`config.mk`:
```
export PLATFORM = sky130hd
export DESIGN_NAME = language_tag_check_truncate
export DESIGN_NICKNAME = d
export VERILOG_FILES = /design/src/design/ltc_pkg.sv /design/src/design/ltc_step.sv /design/src/design/language_tag_check_truncate.sv
export SDC_FILE = /design/constraint.sdc
export NUM_CORES = 1
export LEC_CHECK = 0
export BUFFER_PORTS_ARGS = -buffer_cell sky130_fd_sc_hd__buf_4
export CORE_UTILIZATION = 43
export CTS_CLUSTER_SIZE = 10
export DETAILED_ROUTE_END_ITERATION = 7
export PLACE_DENSITY = 0.69
export SLEW_MARGIN = 10
export SYNTH_ARGS = -nofsm -noshare
export SYNTH_HDL_FRONTEND = slang
export SYNTH_SLANG_ARGS = --single-unit
```
`constraint.sdc`:
```
create_clock -name clk_i -period 6.2 [get_ports clk_i]
set_clock_uncertainty 0.05 [all_clocks]
set_input_delay 0.31 -clock clk_i [delete_from_list [all_inputs] [get_ports clk_i]]
set_output_delay 0.31 -clock clk_i [all_outputs]
set_load 0.02 [all_outputs]
```
`src/design/ltc_pkg.sv`:
```
// Shared types and constants for the language tag checker.
// Holds the length limits, the counter widths, the status codes and the state record.
// Used by ltc_step and language_tag_check_truncate.
`default_nettype none

package ltc_pkg;

  // Length limits of the tag and of its subtags.
  localparam int unsigned MaxTagLen     = 15;
  localparam int unsigned MaxSubtagLen  = 8;
  localparam int unsigned MaxPrimaryLen = 3;

  // Counters saturate one above their largest compared value.
  localparam int unsigned SubCap = ((MaxSubtagLen > MaxPrimaryLen) ?
                                    MaxSubtagLen : MaxPrimaryLen) + 1;
  localparam int unsigned PosCap = MaxTagLen + 1;

  localparam int unsigned PosW  = $clog2(PosCap + 1);
  localparam int unsigned SubW  = $clog2(SubCap + 1);
  localparam int unsigned KeptW = $clog2(MaxTagLen + 1);

  localparam int unsigned CharW   = 8;
  localparam int unsigned StatusW = 2;
  localparam int unsigned LenW    = 4;

  localparam logic [CharW-1:0] CharEnd    = 8'h00;
  localparam logic [CharW-1:0] CharDash   = 8'h2d;
  localparam logic [CharW-1:0] CharUscore = 8'h5f;

  typedef enum logic [StatusW-1:0] {
    StWhole   = 2'd0,
    StTrunc   = 2'd1,
    StInvalid = 2'd2
  } status_e;

  typedef struct packed {
    logic [PosW-1:0]  position;
    logic [SubW-1:0]  subtag_length;
    logic [KeptW-1:0] kept_end;
    logic             in_primary;
    logic             stopped_truncated;
    logic             bad_seen;
  } ltc_state_t;

  typedef struct packed {
    logic            valid;
    status_e         status;
    logic [LenW-1:0] kept_length;
  } ltc_result_t;

  localparam ltc_state_t StateReset = '{
    position:          '0,
    subtag_length:     '0,
    kept_end:          '0,
    in_primary:        1'b1,
    stopped_truncated: 1'b0,
    bad_seen:          1'b0
  };

endpackage

`default_nettype wire

```
`src/design/ltc_step.sv`:
```
// Per-byte update of the tag checker state and the result on the ending byte.
// Purely combinational; depends on ltc_pkg.
`default_nettype none

module ltc_step (
  input  ltc_pkg::ltc_state_t  state_i,
  input  logic [7:0]           char_i,
  output ltc_pkg::ltc_state_t  state_o,
  output ltc_pkg::ltc_result_t result_o
);
  import ltc_pkg::*;

  logic       is_sep;
  logic       is_word;
  logic       is_end;
  logic       last;
  ltc_state_t closed;

  assign is_end  = (char_i == CharEnd);
  assign is_sep  = (char_i == CharDash) || (char_i == CharUscore);
  assign is_word = ((char_i >= 8'h41) && (char_i <= 8'h5a)) ||
                   ((char_i >= 8'h61) && (char_i <= 8'h7a)) ||
                   ((char_i >= 8'h30) && (char_i <= 8'h39));
  assign last    = is_end;

  // Examination of the subtag that ends at the current position.
  always_comb begin
    closed = state_i;
    if (state_i.in_primary) begin
      if ((state_i.subtag_length == '0) ||
          (state_i.subtag_length > SubW'(MaxPrimaryLen))) begin
        closed.bad_seen = 1'b1;
      end
      closed.in_primary = 1'b0;
    end
    if (!closed.stopped_truncated && !closed.bad_seen) begin
      priority if (state_i.subtag_length > SubW'(MaxSubtagLen)) begin
        closed.bad_seen = 1'b1;
      end else if (state_i.position > PosW'(MaxTagLen)) begin
        closed.stopped_truncated = 1'b1;
      end else if (state_i.subtag_length >= SubW'(2)) begin
        closed.kept_end = state_i.position[KeptW-1:0];
      end else if (last) begin
        closed.bad_seen = 1'b1;
      end else begin
        // A short subtag that is not the last one is skipped.
        closed.kept_end = state_i.kept_end;
      end
    end
    closed.subtag_length = '0;
  end

  always_comb begin
    state_o              = state_i;
    result_o.valid       = 1'b0;
    result_o.status      = StWhole;
    result_o.kept_length = '0;
    if (!is_end) begin
      if (is_sep) begin
        state_o = closed;
      end else begin
        if (!is_word) begin
          state_o.bad_seen = 1'b1;
        end
        if (state_i.subtag_length < SubW'(SubCap)) begin
          state_o.subtag_length = state_i.subtag_length + SubW'(1);
        end
      end
      if (state_i.position < PosW'(PosCap)) begin
        state_o.position = state_i.position + PosW'(1);
      end
    end else begin
      state_o        = StateReset;
      result_o.valid = 1'b1;
      if (state_i.position != '0) begin
        if (closed.bad_seen || (closed.kept_end <= KeptW'(1))) begin
          result_o.status = StInvalid;
        end else begin
          result_o.status      = closed.stopped_truncated ? StTrunc : StWhole;
          result_o.kept_length = LenW'(closed.kept_end);
        end
      end
    end
  end

endmodule

`default_nettype wire

```
`src/design/language_tag_check_truncate.sv`:
```
// Top level of the language tag checker with truncation.
// Holds the input register, the tag state and the result register; depends on
// ltc_pkg and ltc_step.
//
// The block takes a language tag one byte per transfer, a zero byte ending it,
// and gives one result transfer per tag: a status (accepted whole, accepted
// truncated, or invalid) and the number of leading characters kept. Each byte
// is captured in an input register and, from there, updates the running
// state (position, subtag length, kept end and flags) through a single pass of
// small counter and compare logic. One byte per cycle is sustained; the only
// stall comes from the result register, which holds back an ending byte while
// an earlier result is still waiting to be taken. The result register is
// loaded when its ending byte leaves the input register, and the result is
// offered from then on. Bytes other than the ending one produce no result
// transfer.
`default_nettype none

module language_tag_check_truncate (
  input  logic                          clk_i,
  input  logic                          rst_ni,
  input  logic                          in_valid_i,
  output logic                          in_ready_o,
  input  logic [7:0]                    char_code_i,
  output logic                          out_valid_o,
  input  logic                          out_ready_i,
  output logic [ltc_pkg::StatusW-1:0]   status_o,
  output logic [ltc_pkg::LenW-1:0]      kept_length_o
);
  import ltc_pkg::*;

  // Input register stage.
  logic             s1_valid_q;
  logic [CharW-1:0] s1_char_q;
  logic             s1_fire;

  // Running tag state.
  ltc_state_t state_q, state_d;
  ltc_result_t result;

  // Result register.
  logic            out_valid_q;
  status_e         status_q;
  logic [LenW-1:0] kept_q;
  logic            out_free;

  // The result register can take a new value when empty or being drained.
  assign out_free = !out_valid_q || out_ready_i;

  // A byte leaves the input register unless it is an ending byte that would
  // overwrite a result nobody has taken yet.
  assign s1_fire    = s1_valid_q && ((s1_char_q != CharEnd) || out_free);
  assign in_ready_o = !s1_valid_q || s1_fire;

  ltc_step u_step (
    .state_i  (state_q),
    .char_i   (s1_char_q),
    .state_o  (state_d),
    .result_o (result)
  );

  always_ff @(posedge clk_i or negedge rst_ni) begin
    if (!rst_ni) begin
      s1_valid_q <= 1'b0;
    end else if (in_ready_o) begin
      s1_valid_q <= in_valid_i;
    end
  end

  always_ff @(posedge clk_i) begin
    if (in_ready_o && in_valid_i) begin
      s1_char_q <= char_code_i;
    end
  end

  always_ff @(posedge clk_i or negedge rst_ni) begin
    if (!rst_ni) begin
      state_q <= StateReset;
    end else if (s1_fire) begin
      state_q <= state_d;
    end
  end

  always_ff @(posedge clk_i or negedge rst_ni) begin
    if (!rst_ni) begin
      out_valid_q <= 1'b0;
    end else if (s1_fire && result.valid) begin
      out_valid_q <= 1'b1;
    end else if (out_ready_i) begin
      out_valid_q <= 1'b0;
    end
  end

  always_ff @(posedge clk_i) begin
    if (s1_fire && result.valid) begin
      status_q <= result.status;
      kept_q   <= result.kept_length;
    end
  end

  assign out_valid_o   = out_valid_q;
  assign status_o      = status_q;
  assign kept_length_o = kept_q;

  // An invalid tag never reports kept characters.
  a_invalid_no_length : assert property (@(posedge clk_i) disable iff (!rst_ni)
    (out_valid_o && (status_o == StInvalid)) |-> (kept_length_o == '0))
    else $error("invalid result with nonzero kept length");

  // An accepted tag keeps either nothing (empty tag) or at least two characters.
  a_valid_length : assert property (@(posedge clk_i) disable iff (!rst_ni)
    (out_valid_o && (status_o != StInvalid)) |-> (kept_length_o != LenW'(1)))
    else $error("accepted result with a kept length of one");

  // Truncation only happens with a kept subtag.
  a_trunc_length : assert property (@(posedge clk_i) disable iff (!rst_ni)
    (out_valid_o && (status_o == StTrunc)) |-> (kept_length_o >= LenW'(2)))
    else $error("truncated result with too short a kept length");

  // The ending byte returns the tag state to its reset value.
  a_end_resets : assert property (@(posedge clk_i) disable iff (!rst_ni)
    (s1_fire && (s1_char_q == CharEnd)) |=>
      ((state_q.position == '0) && state_q.in_primary && !state_q.bad_seen))
    else $error("tag state not cleared after ending byte");

  // Any other byte advances the position, which saturates at its cap.
  a_byte_counts : assert property (@(posedge clk_i) disable iff (!rst_ni)
    (s1_fire && (s1_char_q != CharEnd)) |=> (state_q.position != '0))
    else $error("position did not advance");

endmodule

`default_nettype wire
```
==> results by group <==
Run status
  • Status: complete, no violations

Final layout
  • Final instance area: approximately 2100 um2
  • Layout net count: approximately 210
  • Inserted Diodes: 0
  • Share of cells above drive strength 1: between 10% and 20%
  • Filler cells: 371
  • P&R area growth vs syn: 13.2%
  • Finished Layout Cells: 239

Die
  • Total I/O pin count: 20
  • Core ar.: approximately 4000 um2
  • Die width: ~67 um
  • Die Y: around 67 um
  • Starting Density: 45.3%
  • Die area: 4510 um2
  • # rows: 23

Critical path
  • Critical path capture point type: output port
  • Worst EP arrival: between 2 and 3 ns
  • Crit path buf inv count: 2
  • Critical path cell sequence: or4_1, or3_1, nor3_2, inv_1, buf_4
  • WP data required: between 5 and 6 ns
  • CP max stage cell: or4_1
  • Worst-path fanout max: 16
  • Worst Reg-to-Reg Cells: 3
  • Crit Path Class: reg -> out
  • CP Depth: 5
  • CP top delay family: simple AND/OR/NAND/NOR gates
  • Worst stage delay on the critical path: approximately 0.67 ns
  • Startpoint types: flip-flop

Placed design
  • Placed cells: approximately 230
  • Placed Instance Area: just under 2000 um2
  • HPWL after DPL: roughly 2900 um
  • Gpl congestion: ~0.93
  • Port Buffers: 19
  • Setup Slack @ Placement: 3.53 ns

Clocking
  • Sink Count: 32
  • CTS resizes: 0
  • CTS tree: yes
  • Clk_lat worst skew: 0.29 ns
  • Htree depth: 2
  • Inserted Clock Buffers: 5
  • Clock tree buffer depth: 2
  • CTS Root Cell: clkbuf_8
  • Clk slew on worst S/H paths: approximately 0.06 ns

Routing
  • Via density: 6.14
  • Routed WL: about 3800 um
  • Post-route ant nets: 0
  • Drt drc: 0
  • DR WL/cell: ~16 um
  • First drt pass iteration count: 7
  • Via count: approximately 1500
  • Initial drt markers: just under 80

STA
  • Worst hold slack: between 0.1 and 0.15 ns
  • Final setup violation count: 0
  • Period Utilization, post-route: 47.3%
  • Max transition margin: 48.0%
  • Worst slew pin tran: between 0.7 and 0.8 ns
  • RSZ-0062 raised after global routing: false
  • FMAX: 0.341 GHz
  • Hold Vio Cnt, Final: 0
  • Fin. max-slew vios: 0
  • Setup TNS: 0 ns
  • Period minus WS final: 2.93 ns
  • Final worst slack: between 3 and 4 ns

Min path
  • Hold path depth: 1
  • Path type of the worst min-delay path: in -> reg

Synth
  • Gate count after technology mapping: between 150 and 200
  • Warnings, synthesis: 0
  • Post-Syn Area per Cell: 10.8 um2
  • Mapped Nets: 188
  • Syn Std Cell Area: 1820 um2
  • Sequential area share after synthesis: 47.8%
  • Synth Flop Type: dfrtp_1
  • Yosys reg bits: 32
  • Synth unique cells: 49
  • EDFF count, synth: 14
  • Asr flop ratio synth: 56.3%

Power and ir drop
  • Worst ir drop on vdd: ~0.00012 V
  • Leakage: 0.000822 uW
  • Clock power share: ~30%
  • P_sw: around 160 uW
  • Pint: roughly 350 uW
  • Gate power share: 17.6%
  • Cell Pwr Density: 247 nW/um2
  • Switching Share: between 30 and 40%
  • Sequential power share: 53.2%

Global routing
  • First-pass GRT wire length: 6310 um
  • Grt ovf: 0
  • Antenna violations before repair: 0
  • Number of global-route vias before repair: ~1400
  • Largest net degree at the start of global routing: 19
  • GRT Resource Usage Total: 19.6%

Flow run
  • MaxCap Viol Count: 0
[power groups by stage]
stage / clock (uW) / sequential [uW] / combinational [uW]
2_1_floorplan: 0 / 260 / 79.3
3_3_place_gp: 0 / 273 / 84.0
3_5_place_dp: 0 / 275 / 89.3
4_1_cts: 152 / 271 / 89.7
5_1_grt: 163 / 276 / 101
6_report: 149 / 272 / 89.8
[metrics by stage]
stage | utilization [%] | total power [uW]
after detailed placement | 49.1 | 364
final | 51.2 | 510
after floorplan | - | 340
after global routing | 51.2 | 539
after global placement | 49.1 | 357
after CTS | 51.2 | 512
[layer usage]
layer	GRT usage, %	up-vias	part of all wire [%]
li1	-	692	-
met1	21.5	704	41
met2	34.9	64	52
met3	4.05	7	5.4
met4	11.2	0	1.5
met5	0	-	0
[cell usage after synthesis, drive strengths merged, types with 3 or more instances]
cell | number | area share, %
o22ai | 4 | 1.4
dfrtp | 17 | 23
and3 | 3 | 1.0
ha | 7 | 4.8
or3 | 3 | 1.0
or2 | 3 | 1.0
o21ai | 14 | 3.8
edfxtp | 14 | 23
nand2 | 4 | 0.82
a21oi | 10 | 2.7
nand2b | 4 | 1.4
mux2i | 5 | 2.7
nor3 | 5 | 1.6
a41oi | 4 | 1.9
nand3 | 6 | 1.6
buf | 6 | 2.7
nor4 | 3 | 1.9
inv | 13 | 2.7
nor2 | 9 | 1.9
nand4 | 3 | 1.0
[logic make-up (layout without fill, tap and decap cells)]
family | count (synthesis) | count (layout) | synth area share (%)
and+or+nand+nor | 53 | 53 | 17.9
AOI/OAI and AO/OA | 52 | 52 | 21.2
DFF | 32 | 32 | 47.8
buffers and inverters | 20 | 40 | 5.56
adders and majority gates | 7 | 7 | 4.80
muxes | 5 | 5 | 2.74
[what timing repair did]
item | 4_1_cts | 5_1_grt
buffers inserted | 0 | 0
endpoints found under the hold margin | 17 | 0
hold buffers | 1 | 0
endpoints found under the setup margin | 0 | 0
[final cells by class]
type	instances	area, um2	area share (%)
repair buffers	20	153	7.39
clock buffers	6	72.6	3.52
inverters	13	48.8	2.36
multi-input cells	117	851	41.2
well taps	50	62.6	3.03
clock inverters	1	5.00	0.242
flip-flops and latches	32	872	42.2
[state kept, by name (all words and copies together), names as in the netlist]
| register | flops |
|---|---|
| state_q | 16 |
| s1_char_q | 8 |
| kept_length_o | 4 |
| status_o | 2 |
| out_valid_o | 1 |
| s1_valid_q | 1 |
[path summary, 6_finish.rpt]
kind / startpoint / endpoint / slack, ns
max reg2reg: s1_char_q[1] / kept_length_o[0] / 3.51
min: char_code_i[3] / s1_char_q[3] / 0.14
min in group asynchronous: rst_ni / out_valid_o / 0.38
min reg2reg: state_q[2] / state_q[2] / 0.46
max: s1_char_q[1] / in_ready_o / 3.27
max in group asynchronous: rst_ni / state_q[2] / 5.45
[cell usage in the layout (no fill, tap or decap), types with 4 or more instances in the layout]
| master | count |
|---|---|
| nor3_1 | 4 |
| mux2i_1 | 5 |
| nand3_1 | 6 |
| clkbuf_8 | 5 |
| o21ai_0 | 13 |
| nand2_1 | 4 |
| inv_1 | 13 |
| a41oi_1 | 4 |
| ha_1 | 7 |
| buf_4 | 19 |
| a21oi_1 | 10 |
| dfrtp_1 | 17 |
| o22ai_1 | 4 |
| edfxtp_1 | 14 |
| nor2_1 | 9 |
| nand2b_1 | 4 |
Note: power is estimated with default switching activity, not from simulation.
